--- src/sv/gaussian_opacity_transfer_unit_macros.svh ---
// Assertion macros for the Gaussian opacity transfer unit.
// Included by the top level; expects clk and rst_n in scope.
`ifndef GAUSSIAN_OPACITY_TRANSFER_UNIT_MACROS_SVH
`define GAUSSIAN_OPACITY_TRANSFER_UNIT_MACROS_SVH

// Consequent must hold in the same cycle as the antecedent.
`define GOT_ASSERT_NOW(label, ante, cons) \
    label: assert property (@(posedge clk) disable iff (!rst_n) (ante) |-> (cons)) \
        else $error("gaussian opacity transfer unit: same-cycle check failed");

// Consequent must hold in the cycle after the antecedent.
`define GOT_ASSERT_NEXT(label, ante, cons) \
    label: assert property (@(posedge clk) disable iff (!rst_n) (ante) |=> (cons)) \
        else $error("gaussian opacity transfer unit: next-cycle check failed");

`endif

--- src/sv/got_pkg.sv ---
// Shared types, constants and the Gaussian table of the opacity transfer unit.
// No dependencies; used by every other file of the block but the assertion macros.
package got_pkg;

    localparam int MAX_POINTS = 16;
    localparam int PT_IDX_W = (MAX_POINTS > 1) ? $clog2(MAX_POINTS) : 1;
    localparam int PT_CNT_W = $clog2(MAX_POINTS + 1);

    localparam int GAUSS_ROM_ENTRIES = 256;
    localparam int ROM_IDX_W = $clog2(GAUSS_ROM_ENTRIES);
    localparam logic [63:0] GAUSS_N1 = 64'(GAUSS_ROM_ENTRIES - 1);
    localparam logic [63:0] GAUSS_DEN = GAUSS_N1 * GAUSS_N1;
    localparam logic [63:0] GAUSS_DEN_HALF = GAUSS_DEN / 2;

    localparam int DIV_NUM_W = 32;
    localparam int DIV_DEN_W = 18;
    localparam int DIV_Q_W = 31;
    localparam int DIV_CNT_W = 5;

    localparam int MUL_A_W = 28;
    localparam int MUL_B_W = 22;
    localparam int MUL_P_W = MUL_A_W + MUL_B_W;

    localparam int CFG_IDX_W = 2;
    localparam int CFG_DATA_W = 16;

    localparam logic [CFG_IDX_W-1:0] CFG_RANGE_LOW = 2'd0;
    localparam logic [CFG_IDX_W-1:0] CFG_RANGE_HIGH = 2'd1;
    localparam logic [CFG_IDX_W-1:0] CFG_POINT_COUNT = 2'd2;

    localparam logic OP_MAP = 1'b0;
    localparam logic OP_WRITE = 1'b1;

    typedef enum logic [3:0] {
        S_IDLE,
        S_RATIO,
        S_LOAD,
        S_SETUP,
        S_XDIV,
        S_SQ,
        S_IDX,
        S_GAUSS,
        S_TERM1,
        S_TERM2,
        S_SUM,
        S_SCALE_LO,
        S_SCALE_HI,
        S_ROUND,
        S_NEXT,
        S_FINISH
    } got_state_t;

    typedef struct packed {
        logic [15:0] center;
        logic [14:0] peak;
        logic [14:0] half_width;
        logic [15:0] skew_x;
        logic [15:0] shape_y;
    } got_point_t;

    typedef logic [14:0] gauss_rom_t [GAUSS_ROM_ENTRIES];

    // Entry i holds exp(-4u^2), u = (2i-(N-1))/(N-1), built from a Taylor
    // series of exp(-t/256) that is squared eight times in Q.30.
    function automatic gauss_rom_t build_gauss_rom();
        gauss_rom_t rom;
        logic [63:0] half;
        logic [63:0] m;
        logic [63:0] a;
        logic [63:0] a2;
        logic [63:0] a3;
        logic [63:0] a4;
        logic [63:0] e;
        logic [63:0] ii;
        half = 64'd1 << 29;
        for (int i = 0; i < GAUSS_ROM_ENTRIES; i++) begin
            ii = 64'(i);
            m = (2 * ii >= GAUSS_N1) ? 2 * ii - GAUSS_N1 : GAUSS_N1 - 2 * ii;
            a = (((m * m) << 24) + GAUSS_DEN_HALF) / GAUSS_DEN;
            a2 = (a * a + half) >> 30;
            a3 = (a2 * a + half) >> 30;
            a4 = (a3 * a + half) >> 30;
            e = (64'd1 << 30) - a + a2 / 2 - a3 / 6 + a4 / 24;
            for (int k = 0; k < 8; k++) begin
                e = (e * e + half) >> 30;
            end
            rom[i] = 15'((e * 64'd16384 + half) >> 30);
        end
        return rom;
    endfunction

    localparam gauss_rom_t GAUSS_ROM = build_gauss_rom();

endpackage

--- src/sv/got_intf.sv ---
// Handshake channels of the opacity transfer unit: items, results, config.
// Depends on got_pkg for the configuration widths.
interface got_item_if;
    logic        valid;
    logic        ready;
    logic        operation;
    logic [15:0] sample;
    logic [3:0]  point_index;
    logic [15:0] center;
    logic [14:0] peak;
    logic [14:0] half_width;
    logic [15:0] skew_x;
    logic [15:0] shape_y;

    modport source (output valid, operation, sample, point_index, center, peak,
                    half_width, skew_x, shape_y, input ready);
    modport sink (input valid, operation, sample, point_index, center, peak,
                  half_width, skew_x, shape_y, output ready);
endinterface

interface got_result_if;
    logic        valid;
    logic        ready;
    logic [14:0] opacity;

    modport source (output valid, opacity, input ready);
    modport sink (input valid, opacity, output ready);
endinterface

interface got_cfg_if;
    logic                            valid;
    logic                            ready;
    logic [got_pkg::CFG_IDX_W-1:0]   index;
    logic [got_pkg::CFG_DATA_W-1:0]  data;

    modport source (output valid, index, data, input ready);
    modport sink (input valid, index, data, output ready);
endinterface

--- src/sv/got_div.sv ---
// Shared signed divider, restoring, one quotient bit per cycle.
// Depends on got_pkg for operand widths.
module got_div (
    input  logic                                 clk,
    input  logic                                 rst_n,
    input  logic                                 start,
    input  logic signed [got_pkg::DIV_NUM_W-1:0] num,
    input  logic signed [got_pkg::DIV_DEN_W-1:0] den,
    output logic                                 done,
    output logic signed [got_pkg::DIV_NUM_W-1:0] quot
);

    logic                              busy_reg;
    logic                              done_reg;
    logic                              neg_reg;
    logic [got_pkg::DIV_CNT_W-1:0]     cnt_reg;
    logic [got_pkg::DIV_DEN_W-2:0]     den_reg;
    logic [got_pkg::DIV_DEN_W-2:0]     rem_reg;
    logic [got_pkg::DIV_Q_W-1:0]       quo_reg;

    logic signed [got_pkg::DIV_NUM_W-1:0] num_abs;
    logic signed [got_pkg::DIV_DEN_W-1:0] den_abs;
    logic [got_pkg::DIV_DEN_W-1:0]        shifted;
    logic [got_pkg::DIV_DEN_W-1:0]        trial;
    logic                                 fits;

    assign num_abs = num[got_pkg::DIV_NUM_W-1] ? -num : num;
    assign den_abs = den[got_pkg::DIV_DEN_W-1] ? -den : den;
    assign shifted = {rem_reg, quo_reg[got_pkg::DIV_Q_W-1]};
    assign trial = shifted - {1'b0, den_reg};
    assign fits = shifted >= {1'b0, den_reg};

    always_ff @(posedge clk or negedge rst_n) begin
        if (!rst_n) begin
            busy_reg <= 1'b0;
            done_reg <= 1'b0;
            cnt_reg <= '0;
        end else begin
            done_reg <= 1'b0;
            if (start) begin
                busy_reg <= 1'b1;
                cnt_reg <= got_pkg::DIV_CNT_W'(got_pkg::DIV_Q_W);
            end else if (busy_reg) begin
                cnt_reg <= cnt_reg - 1'b1;
                if (cnt_reg == got_pkg::DIV_CNT_W'(1)) begin
                    busy_reg <= 1'b0;
                    done_reg <= 1'b1;
                end
            end
        end
    end

    always_ff @(posedge clk) begin
        if (start) begin
            neg_reg <= num[got_pkg::DIV_NUM_W-1] ^ den[got_pkg::DIV_DEN_W-1];
            quo_reg <= num_abs[got_pkg::DIV_Q_W-1:0];
            den_reg <= den_abs[got_pkg::DIV_DEN_W-2:0];
            rem_reg <= '0;
        end else if (busy_reg) begin
            rem_reg <= fits ? trial[got_pkg::DIV_DEN_W-2:0]
                            : shifted[got_pkg::DIV_DEN_W-2:0];
            quo_reg <= {quo_reg[got_pkg::DIV_Q_W-2:0], fits};
        end
    end

    assign done = done_reg;
    assign quot = neg_reg ? -$signed({1'b0, quo_reg}) : $signed({1'b0, quo_reg});

endmodule

--- src/sv/got_mul.sv ---
// Shared signed multiplier with a registered product.
// Depends on got_pkg for operand widths.
module got_mul (
    input  logic                               clk,
    input  logic signed [got_pkg::MUL_A_W-1:0] a,
    input  logic signed [got_pkg::MUL_B_W-1:0] b,
    output logic signed [got_pkg::MUL_P_W-1:0] prod
);

    logic signed [got_pkg::MUL_P_W-1:0] prod_reg;

    always_ff @(posedge clk) begin
        prod_reg <= a * b;
    end

    assign prod = prod_reg;

endmodule

--- src/sv/got_store.sv ---
// Control point memory: one write port, one registered read port.
// Depends on got_pkg for the point record and depth.
module got_store (
    input  logic                          clk,
    input  logic                          wr_en,
    input  logic [got_pkg::PT_IDX_W-1:0]  wr_addr,
    input  got_pkg::got_point_t           wr_data,
    input  logic                          rd_en,
    input  logic [got_pkg::PT_IDX_W-1:0]  rd_addr,
    output got_pkg::got_point_t           rd_data
);

    got_pkg::got_point_t mem [got_pkg::MAX_POINTS];
    got_pkg::got_point_t rd_data_reg;

    always_ff @(posedge clk) begin
        if (wr_en) begin
            mem[wr_addr] <= wr_data;
        end
    end

    always_ff @(posedge clk) begin
        if (rd_en) begin
            rd_data_reg <= mem[rd_addr];
        end
    end

    assign rd_data = rd_data_reg;

endmodule

--- src/sv/gaussian_opacity_transfer_unit.sv ---
// Gaussian opacity transfer unit: a control point write is stored from the idle state.
// A map beat runs the range division, then for each point a band check and,
// for a point inside its band, the offset division and curve steps, then it
// loads the result register; the shared 1-bit-per-cycle divider sets the pace.
// Reset clears control state and restores range 0..32767 and zero points;
// the point memory holds no reset value.
`include "gaussian_opacity_transfer_unit_macros.svh"

module gaussian_opacity_transfer_unit (
    input  logic         clk,
    input  logic         rst_n,
    got_cfg_if.sink      cfg,
    got_item_if.sink     items,
    got_result_if.source results
);

    got_pkg::got_state_t state_reg, state_next;

    logic [15:0] lo_reg, lo_next;
    logic [15:0] hi_reg, hi_next;
    logic [4:0]  pcount_reg, pcount_next;

    logic [got_pkg::PT_CNT_W-1:0] n_reg, n_next;
    logic [got_pkg::PT_CNT_W-1:0] p_reg, p_next;
    logic signed [31:0] ratio_reg, ratio_next;
    logic signed [17:0] d_reg, d_next;
    logic signed [17:0] w_reg, w_next;
    logic signed [21:0] x_reg, x_next;
    logic signed [27:0] par_reg, par_next;
    logic [14:0] gauss_reg, gauss_next;
    logic signed [43:0] s_reg, s_next;
    logic [36:0] acc_reg, acc_next;
    logic [14:0] best_reg, best_next;
    logic        res_valid_reg, res_valid_next;
    logic [14:0] res_reg, res_next;

    logic                                 div_start;
    logic signed [got_pkg::DIV_NUM_W-1:0] div_num;
    logic signed [got_pkg::DIV_DEN_W-1:0] div_den;
    logic                                 div_done;
    logic signed [got_pkg::DIV_NUM_W-1:0] div_quot;

    logic signed [got_pkg::MUL_A_W-1:0] mul_a;
    logic signed [got_pkg::MUL_B_W-1:0] mul_b;
    logic signed [got_pkg::MUL_P_W-1:0] mul_prod;

    logic                          st_wr_en;
    logic                          st_rd_en;
    logic [got_pkg::PT_IDX_W-1:0]  st_rd_addr;
    got_pkg::got_point_t           st_wr_data;
    got_pkg::got_point_t           pt;

    // Datapath helpers
    logic signed [16:0] samp_diff;
    logic signed [16:0] range_delta;
    logic signed [32:0] ratio33;
    logic signed [32:0] c33;
    logic signed [32:0] w33;
    logic               out_band;
    logic signed [17:0] k18;
    logic signed [17:0] d_minus_k;
    logic signed [17:0] k_minus_d;
    logic signed [17:0] w_minus_k;
    logic signed [17:0] w_plus_k;
    logic signed [21:0] x_clamped;
    logic [16:0]        xc_off;
    logic [28:0]        idx_sum;
    logic [13:0]        idx_full;
    logic [got_pkg::ROM_IDX_W-1:0] rom_idx;
    logic               y_low;
    logic signed [17:0] coef_a;
    logic signed [17:0] coef_b;
    logic [58:0]        round_sum;
    logic [30:0]        v_full;
    logic [14:0]        v_sat;
    logic               item_acc;
    logic               res_acc;

    got_div u_div (
        .clk   (clk),
        .rst_n (rst_n),
        .start (div_start),
        .num   (div_num),
        .den   (div_den),
        .done  (div_done),
        .quot  (div_quot)
    );

    got_mul u_mul (
        .clk  (clk),
        .a    (mul_a),
        .b    (mul_b),
        .prod (mul_prod)
    );

    got_store u_store (
        .clk     (clk),
        .wr_en   (st_wr_en),
        .wr_addr (got_pkg::PT_IDX_W'(items.point_index)),
        .wr_data (st_wr_data),
        .rd_en   (st_rd_en),
        .rd_addr (st_rd_addr),
        .rd_data (pt)
    );

    assign st_wr_data.center = items.center;
    assign st_wr_data.peak = items.peak;
    assign st_wr_data.half_width = items.half_width;
    assign st_wr_data.skew_x = items.skew_x;
    assign st_wr_data.shape_y = items.shape_y;

    assign items.ready = (state_reg == got_pkg::S_IDLE);
    assign cfg.ready = 1'b1;
    assign results.valid = res_valid_reg;
    assign results.opacity = res_reg;

    assign item_acc = items.valid && items.ready;
    assign res_acc = results.valid && results.ready;

    assign samp_diff = $signed({items.sample[15], items.sample})
                     - $signed({lo_reg[15], lo_reg});
    assign range_delta = $signed({hi_reg[15], hi_reg}) - $signed({lo_reg[15], lo_reg});

    assign ratio33 = {ratio_reg[31], ratio_reg};
    assign c33 = {{17{pt.center[15]}}, pt.center};
    assign w33 = $signed({18'd0, pt.half_width});
    assign out_band = (ratio33 > c33 + w33) || (ratio33 < c33 - w33);

    assign k18 = {{2{pt.skew_x[15]}}, pt.skew_x};
    assign d_minus_k = d_reg - k18;
    assign k_minus_d = k18 - d_reg;
    assign w_minus_k = w_reg - k18;
    assign w_plus_k = w_reg + k18;

    // Offset is clamped to plus or minus 64.0 before it is squared.
    assign x_clamped = (div_quot > 32'sd1048576) ? 22'sd1048576
                     : (div_quot < -32'sd1048576) ? -22'sd1048576
                     : div_quot[21:0];

    assign xc_off = (x_reg > 22'sd16384) ? 17'd32768
                  : (x_reg < -22'sd16384) ? 17'd0
                  : 17'(x_reg + 22'sd16384);

    assign idx_sum = mul_prod[28:0] + 29'd16384;
    assign idx_full = idx_sum[28:15];
    assign rom_idx = (32'(idx_full) > 32'(got_pkg::GAUSS_ROM_ENTRIES - 1))
                   ? got_pkg::ROM_IDX_W'(got_pkg::GAUSS_ROM_ENTRIES - 1)
                   : got_pkg::ROM_IDX_W'(idx_full);

    assign y_low = pt.shape_y < 16'd16384;
    assign coef_a = y_low ? $signed({2'b00, pt.shape_y})
                          : 18'sd32768 - $signed({2'b00, pt.shape_y});
    assign coef_b = y_low ? 18'sd16384 - $signed({2'b00, pt.shape_y})
                          : $signed({2'b00, pt.shape_y}) - 18'sd16384;

    assign round_sum = {1'b0, mul_prod[36:0], 21'd0} + 59'(acc_reg) + 59'd134217728;
    assign v_full = round_sum[58:28];
    assign v_sat = (v_full > 31'd32767) ? 15'd32767 : v_full[14:0];

    always_ff @(posedge clk or negedge rst_n) begin
        if (!rst_n) begin
            state_reg <= got_pkg::S_IDLE;
            lo_reg <= 16'd0;
            hi_reg <= 16'd32767;
            pcount_reg <= 5'd0;
            n_reg <= '0;
            p_reg <= '0;
            res_valid_reg <= 1'b0;
        end else begin
            state_reg <= state_next;
            lo_reg <= lo_next;
            hi_reg <= hi_next;
            pcount_reg <= pcount_next;
            n_reg <= n_next;
            p_reg <= p_next;
            res_valid_reg <= res_valid_next;
        end
    end

    always_ff @(posedge clk) begin
        ratio_reg <= ratio_next;
        d_reg <= d_next;
        w_reg <= w_next;
        x_reg <= x_next;
        par_reg <= par_next;
        gauss_reg <= gauss_next;
        s_reg <= s_next;
        acc_reg <= acc_next;
        best_reg <= best_next;
        res_reg <= res_next;
    end

    always_comb begin
        state_next = state_reg;
        lo_next = lo_reg;
        hi_next = hi_reg;
        pcount_next = pcount_reg;
        n_next = n_reg;
        p_next = p_reg;
        ratio_next = ratio_reg;
        d_next = d_reg;
        w_next = w_reg;
        x_next = x_reg;
        par_next = par_reg;
        gauss_next = gauss_reg;
        s_next = s_reg;
        acc_next = acc_reg;
        best_next = best_reg;
        res_next = res_reg;
        res_valid_next = res_valid_reg && !res_acc;
        div_start = 1'b0;
        div_num = $signed(got_pkg::DIV_NUM_W'(samp_diff)) <<< 14;
        div_den = (range_delta == 17'sd0) ? 18'sd1 : 18'(range_delta);
        mul_a = '0;
        mul_b = '0;
        st_wr_en = 1'b0;
        st_rd_en = 1'b0;
        st_rd_addr = '0;

        if (cfg.valid && cfg.ready) begin
            unique case (cfg.index)
                got_pkg::CFG_RANGE_LOW:   lo_next = cfg.data;
                got_pkg::CFG_RANGE_HIGH:  hi_next = cfg.data;
                got_pkg::CFG_POINT_COUNT: pcount_next = cfg.data[4:0];
                default: ;
            endcase
        end

        unique case (state_reg)
            got_pkg::S_IDLE: begin
                if (item_acc) begin
                    if (items.operation == got_pkg::OP_WRITE) begin
                        st_wr_en = 32'(items.point_index) < 32'(got_pkg::MAX_POINTS);
                    end else begin
                        div_start = 1'b1;
                        n_next = (32'(pcount_reg) > 32'(got_pkg::MAX_POINTS))
                               ? got_pkg::PT_CNT_W'(got_pkg::MAX_POINTS)
                               : got_pkg::PT_CNT_W'(pcount_reg);
                        p_next = '0;
                        best_next = '0;
                        state_next = got_pkg::S_RATIO;
                    end
                end
            end
            got_pkg::S_RATIO: begin
                if (div_done) begin
                    ratio_next = div_quot;
                    if (n_reg == '0) begin
                        state_next = got_pkg::S_FINISH;
                    end else begin
                        st_rd_en = 1'b1;
                        st_rd_addr = '0;
                        state_next = got_pkg::S_LOAD;
                    end
                end
            end
            got_pkg::S_LOAD: begin
                d_next = 18'(ratio33 - c33);
                w_next = (pt.half_width == 15'd0) ? 18'sd1 : $signed({3'b000, pt.half_width});
                state_next = out_band ? got_pkg::S_NEXT : got_pkg::S_SETUP;
            end
            got_pkg::S_SETUP: begin
                // Offset is rescaled on the side of the skew point it falls on.
                priority if (k18 == 18'sd0 || d_reg == k18) begin
                    div_num = $signed(got_pkg::DIV_NUM_W'(d_reg)) <<< 14;
                    div_den = w_reg;
                    div_start = 1'b1;
                    state_next = got_pkg::S_XDIV;
                end else if (d_reg > k18) begin
                    div_num = $signed(got_pkg::DIV_NUM_W'(d_minus_k)) <<< 14;
                    div_den = w_minus_k;
                    if (w_reg == k18) begin
                        x_next = '0;
                        state_next = got_pkg::S_SQ;
                    end else begin
                        div_start = 1'b1;
                        state_next = got_pkg::S_XDIV;
                    end
                end else begin
                    div_num = $signed(got_pkg::DIV_NUM_W'(k_minus_d)) <<< 14;
                    div_den = w_plus_k;
                    if (w_plus_k == 18'sd0) begin
                        x_next = '0;
                        state_next = got_pkg::S_SQ;
                    end else begin
                        div_start = 1'b1;
                        state_next = got_pkg::S_XDIV;
                    end
                end
            end
            got_pkg::S_XDIV: begin
                if (div_done) begin
                    x_next = x_clamped;
                    state_next = got_pkg::S_SQ;
                end
            end
            got_pkg::S_SQ: begin
                mul_a = got_pkg::MUL_A_W'(x_reg);
                mul_b = got_pkg::MUL_B_W'(x_reg);
                state_next = got_pkg::S_IDX;
            end
            got_pkg::S_IDX: begin
                par_next = 28'sd16384 - $signed({1'b0, mul_prod[40:14]});
                mul_a = $signed({11'd0, xc_off});
                mul_b = got_pkg::MUL_B_W'(got_pkg::GAUSS_ROM_ENTRIES - 1);
                state_next = got_pkg::S_GAUSS;
            end
            got_pkg::S_GAUSS: begin
                gauss_next = got_pkg::GAUSS_ROM[rom_idx];
                state_next = got_pkg::S_TERM1;
            end
            got_pkg::S_TERM1: begin
                mul_a = par_reg;
                mul_b = got_pkg::MUL_B_W'(coef_a);
                state_next = got_pkg::S_TERM2;
            end
            got_pkg::S_TERM2: begin
                s_next = 44'(mul_prod);
                mul_a = got_pkg::MUL_A_W'(coef_b);
                mul_b = y_low ? $signed({7'd0, gauss_reg}) : 22'sd16384;
                state_next = got_pkg::S_SUM;
            end
            got_pkg::S_SUM: begin
                s_next = s_reg + 44'(mul_prod);
                state_next = got_pkg::S_SCALE_LO;
            end
            got_pkg::S_SCALE_LO: begin
                // The product with the peak is formed in two halves.
                mul_a = $signed({7'd0, s_reg[20:0]});
                mul_b = $signed({7'd0, pt.peak});
                state_next = (s_reg <= 44'sd0) ? got_pkg::S_NEXT : got_pkg::S_SCALE_HI;
            end
            got_pkg::S_SCALE_HI: begin
                acc_next = mul_prod[36:0];
                mul_a = $signed({6'd0, s_reg[42:21]});
                mul_b = $signed({7'd0, pt.peak});
                state_next = got_pkg::S_ROUND;
            end
            got_pkg::S_ROUND: begin
                if (v_sat > best_reg) begin
                    best_next = v_sat;
                end
                state_next = got_pkg::S_NEXT;
            end
            got_pkg::S_NEXT: begin
                p_next = p_reg + 1'b1;
                if (p_next == n_reg) begin
                    state_next = got_pkg::S_FINISH;
                end else begin
                    st_rd_en = 1'b1;
                    st_rd_addr = got_pkg::PT_IDX_W'(p_next);
                    state_next = got_pkg::S_LOAD;
                end
            end
            got_pkg::S_FINISH: begin
                if (!res_valid_reg || results.ready) begin
                    res_next = best_reg;
                    res_valid_next = 1'b1;
                    state_next = got_pkg::S_IDLE;
                end
            end
            default: state_next = got_pkg::S_IDLE;
        endcase
    end

    `GOT_ASSERT_NOW(a_div_done_waited, div_done, (state_reg == got_pkg::S_RATIO || state_reg == got_pkg::S_XDIV))
    `GOT_ASSERT_NOW(a_point_in_range, (state_reg != got_pkg::S_IDLE), (p_reg <= n_reg))
    `GOT_ASSERT_NEXT(a_map_starts_ratio, (item_acc && items.operation == got_pkg::OP_MAP), (state_reg == got_pkg::S_RATIO))

endmodule

--- src/flat_wrapper.sv ---
// flat-port wrapper written by rule: the top's interface ports become plain ports
module gaussian_opacity_transfer_unit_flat 
  (clk, rst_n, cfg_valid, cfg_index, cfg_data, cfg_ready, items_valid, items_operation, items_sample, items_point_index, items_center, items_peak, items_half_width, items_skew_x, items_shape_y, items_ready, results_valid, results_opacity, results_ready);
  got_cfg_if cfg_i ();
  got_item_if items_i ();
  got_result_if results_i ();
  input  logic clk;
  input  logic rst_n;
  input wire logic [$bits(cfg_i.valid)-1:0] cfg_valid;
  input wire logic [$bits(cfg_i.index)-1:0] cfg_index;
  input wire logic [$bits(cfg_i.data)-1:0] cfg_data;
  output wire logic [$bits(cfg_i.ready)-1:0] cfg_ready;
  input wire logic [$bits(items_i.valid)-1:0] items_valid;
  input wire logic [$bits(items_i.operation)-1:0] items_operation;
  input wire logic [$bits(items_i.sample)-1:0] items_sample;
  input wire logic [$bits(items_i.point_index)-1:0] items_point_index;
  input wire logic [$bits(items_i.center)-1:0] items_center;
  input wire logic [$bits(items_i.peak)-1:0] items_peak;
  input wire logic [$bits(items_i.half_width)-1:0] items_half_width;
  input wire logic [$bits(items_i.skew_x)-1:0] items_skew_x;
  input wire logic [$bits(items_i.shape_y)-1:0] items_shape_y;
  output wire logic [$bits(items_i.ready)-1:0] items_ready;
  output wire logic [$bits(results_i.valid)-1:0] results_valid;
  output wire logic [$bits(results_i.opacity)-1:0] results_opacity;
  input wire logic [$bits(results_i.ready)-1:0] results_ready;
  assign cfg_i.valid = cfg_valid;
  assign cfg_i.index = cfg_index;
  assign cfg_i.data = cfg_data;
  assign cfg_ready = cfg_i.ready;
  assign items_i.valid = items_valid;
  assign items_i.operation = items_operation;
  assign items_i.sample = items_sample;
  assign items_i.point_index = items_point_index;
  assign items_i.center = items_center;
  assign items_i.peak = items_peak;
  assign items_i.half_width = items_half_width;
  assign items_i.skew_x = items_skew_x;
  assign items_i.shape_y = items_shape_y;
  assign items_ready = items_i.ready;
  assign results_valid = results_i.valid;
  assign results_opacity = results_i.opacity;
  assign results_i.ready = results_ready;
  gaussian_opacity_transfer_unit u_core (.clk(clk), .rst_n(rst_n), .cfg(cfg_i), .items(items_i), .results(results_i));
endmodule
--- config.mk ---
export PLATFORM = sky130hd
export DESIGN_NAME = gaussian_opacity_transfer_unit_flat
export DESIGN_NICKNAME = d
export VERILOG_FILES = /design/src/sv/got_pkg.sv /design/src/sv/got_intf.sv /design/src/sv/got_div.sv /design/src/sv/got_mul.sv /design/src/sv/got_store.sv /design/src/sv/gaussian_opacity_transfer_unit.sv /design/src/flat_wrapper.sv
export VERILOG_INCLUDE_DIRS = /design/src /design/src/sv
export SDC_FILE = /design/constraint.sdc
export NUM_CORES = 2
export LEC_CHECK = 0
export BUFFER_PORTS_ARGS = -buffer_cell sky130_fd_sc_hd__buf_2
export CELL_PAD_IN_SITES_DETAIL_PLACEMENT = 1
export CELL_PAD_IN_SITES_GLOBAL_PLACEMENT = 2
export CORE_MARGIN = 5
export CORE_UTILIZATION = 25
export CTS_BUF_LIST = sky130_fd_sc_hd__clkbuf_2
export DETAILED_ROUTE_END_ITERATION = 7
export GPL_ROUTABILITY_DRIVEN = 0
export HOLD_SLACK_MARGIN = 0.1
export MAX_ROUTING_LAYER = met4
export PLACE_DENSITY = 0.52
export SLEW_MARGIN = 20
export SYNTH_ARGS = -nofsm -noshare
export SYNTH_HDL_FRONTEND = slang
export SYNTH_SLANG_ARGS = --single-unit
--- constraint.sdc ---
create_clock -name clk -period 14.7 [get_ports clk]
set_input_delay 0 -clock clk [delete_from_list [all_inputs] [get_ports clk]]
set_output_delay 0 -clock clk [all_outputs]
set_load 0.02 [all_outputs]
==> flow_metrics.tcl <==
set metrics [dict create \
    dr.first_iter.drc_count 4874 \
    power_density_nw_per_um2 163.8 \
    synth_fp_nets 9914 \
    routedWlPerCell_um 25.41 \
    grt.overflow.total 0 \
    grt_pass1_wl_um 573700 \
    crit_fanout 7 \
    clk_pin_slew_ns 0.10 \
    fill_cells 46030 \
    dp.cells 14130 \
    crit_path_end "u_core.u_mul.prod[42]" \
    synth_edf_count 1594 \
    viasPerCell 4.856 \
    fin_cells 15450 \
    tns_ns 0 \
    rsz0062_at_grt "false" \
    ff2ff_path_depth 35 \
    hp-class "primary input to register" \
    max_cap_viol_count 0 \
    cts_made_buffers 453 \
    die_w_um 657.4 \
    busiest_layer "met2" \
    maxSlewViolCount 0 \
    leakage_nw 45.74 \
    relSlewSlack 0.2511 \
    status "finished clean" \
    clock_skew_ns 0.2787 \
    gr-usage-met3 0.02247 \
    grt_pass1_vias 81990 \
    antenna_found_initial 48 \
    final_cell_mix "edfxtp_1, nand2_1, inv_1" \
    ant_nets 0 \
    largest_reg_flops 1248 \
    async_flop_share 0.03442 \
    mostFrequentLayoutCell "edfxtp_1" \
    worstSkewPairLatency_ns 1.81 \
    ys_ff_latch 1714 \
    tightestPinTransition_ns 1.119 \
    post_cts_buffers 0 \
    crit_arrival_ns 12.13 \
    final-setup-viol-count 0 \
    ys_seq_area_frac 0.4828 \
    fin_crit_sh 0.7282 \
    io_pins 140 \
    start_util 0.2511 \
    cts_tree "done" \
    critPathCaptureType "register" \
    synth_warnings 0 \
    cp-startpoint "u_core.u_store.rd_data[2]" \
    r2r_end "u_core.u_mul.prod[42]" \
    first_pass_iters 7 \
    hold_viol 0 \
    die_h_um 657.4 \
    route.detailed.drc 0 \
    core.rowCount 237 \
    crit_required_ns 16.13 \
    h-tree-depth 5 \
    port_buffers 138 \
    area_growth_pct 16.07 \
    met2_usage 0.2982 \
    core_area_um2 417200 \
    nets 10740 \
    grt_usage 0.1827 \
    grt_start_max_net_pins 115 \
    hpwl_um 265200 \
    worstSetupPathType "register to register" \
    r2r_slack_ns 4.00 \
    netlist_instances 8740 \
    drive_above_1_share 0.1550 \
    clk_path_buf_depth 4 \
    clock-sinks 1714 \
    hold_ws_ns 0.4452 \
    die-area_um2 432100 \
    grtUsageMet1 0.2413 \
    worst_path_most_repeated_cell "fa_1" \
    synthDistinctLibCells 109 \
    critPathMaxStageDelay_ns 0.57 \
    min_period_ns 10.70 \
    syn-cell-area_um2 104800 \
    cts_root_buf "clkbuf_2" \
    max_freq_mhz 93.42 \
    synthFlopType "edfxtp_1" \
    worstReg2RegStart "u_core.u_store.rd_data[2]" \
    num_vias 75050 \
    routed_wl_um 392700 \
    ir_drop_mv 0.1254 \
    avgSynthCellArea_um2 11.99 \
    cp-start-kind "register" \
    crit_slowest_cell "and3_1" \
]
stage by stage:
step                area, um2    util  total power, mW  setup slack [ns]
floorplan              104800       -            12.40             4.697
global placement       112600  0.2700            16.53             4.146
detailed placement     112700  0.2701            16.56             4.129
CTS                    121500  0.2912            20.26             4.022
global route           121600  0.2914            21.38             3.426
finish                 121600  0.2915            19.92             3.995
where the power goes:
group          internal (mW)  switching [mW]
clock network           1.27            2.05
registers               5.80           0.305
logic                   3.45            7.04
Yosys cell counts, types with 140 or more instances:
library cell	instances	area, um2
and2_1	155	969.7
a31oi_1	140	875.8
nand2_1	1012	3799
fa_1	573	11470
clkbuf_1	357	1340
edfxtp_1	1594	47870
ha_1	479	5993
a21oi_1	381	1907
o21ai_0	370	1852
nor2_1	526	1974
inv_1	860	3228
xnor2_1	218	1909
mux4_2	312	7027
worst min-delay path by stage:
stage,from,end,cells after the start
after CTS,items_half_width[9],u_core.u_store.mem[2][41],4
after detailed placement,rst_n,u_core.lo_reg[14],1
after global placement,rst_n,u_core.lo_reg[14],1
after global routing,items_operation,u_core.state_reg[0],7
final,items_operation,u_core.state_reg[0],7
after floorplan,rst_n,u_core.hi_reg[15],0
cell families (layout without fill, tap and decap cells):
logic type | after synthesis | after routing | synth area share
adder cells (fa/ha/maj) | 1052 | 1052 | 0.1667
AND/OR/NAND/NOR | 2339 | 2339 | 0.1022
AO/OA/AOI/OAI | 1615 | 1615 | 0.09942
other | 1 | 44 | 0.00003579
XOR/XNOR | 335 | 335 | 0.02801
flip-flops | 1714 | 1714 | 0.4828
buffers and inverters | 1321 | 2495 | 0.04854
multiplexers | 363 | 363 | 0.07227
what timing repair did:
action	in CTS	in global routing
gates resized for setup	0	0
hold buffers	477	0
endpoints found under the hold margin	2673	0
metal layers:
metal / up-vias / part of all wire
li1: 33430 / -
met1: 39380 / 0.46
met2: 1696 / 0.48
met3: 545 / 0.038
met4: 0 / 0.026
met5: - / 0
final cells by class:
class                      count  area [um2]  area share
antenna                       43       107.6   0.0008849
clock inverter               148       753.2    0.006194
sequential                  1714       50580      0.4160
tap                         5497        6878     0.05656
multi-input combinational   5705       49550      0.4074
inverter                     863        3239     0.02664
timing repair buffer         831        7229     0.05945
clock buffer                 653        3268     0.02687
worst max-delay path, delay by kind of cell, from the launching register on:
| family | cells | cell delay, ns |
|---|---|---|
| AOI/OAI and AO/OA | 8 | 1.90 |
| xor gates and xnor gates | 2 | 0.29 |
| adders and majority gates | 8 | 4.02 |
| buffers and inverters | 4 | 0.22 |
| DFF | 1 | 0.46 |
| and+or+nand+nor | 13 | 3.69 |
No activity file was read; power rests on OpenSTA's default activity.
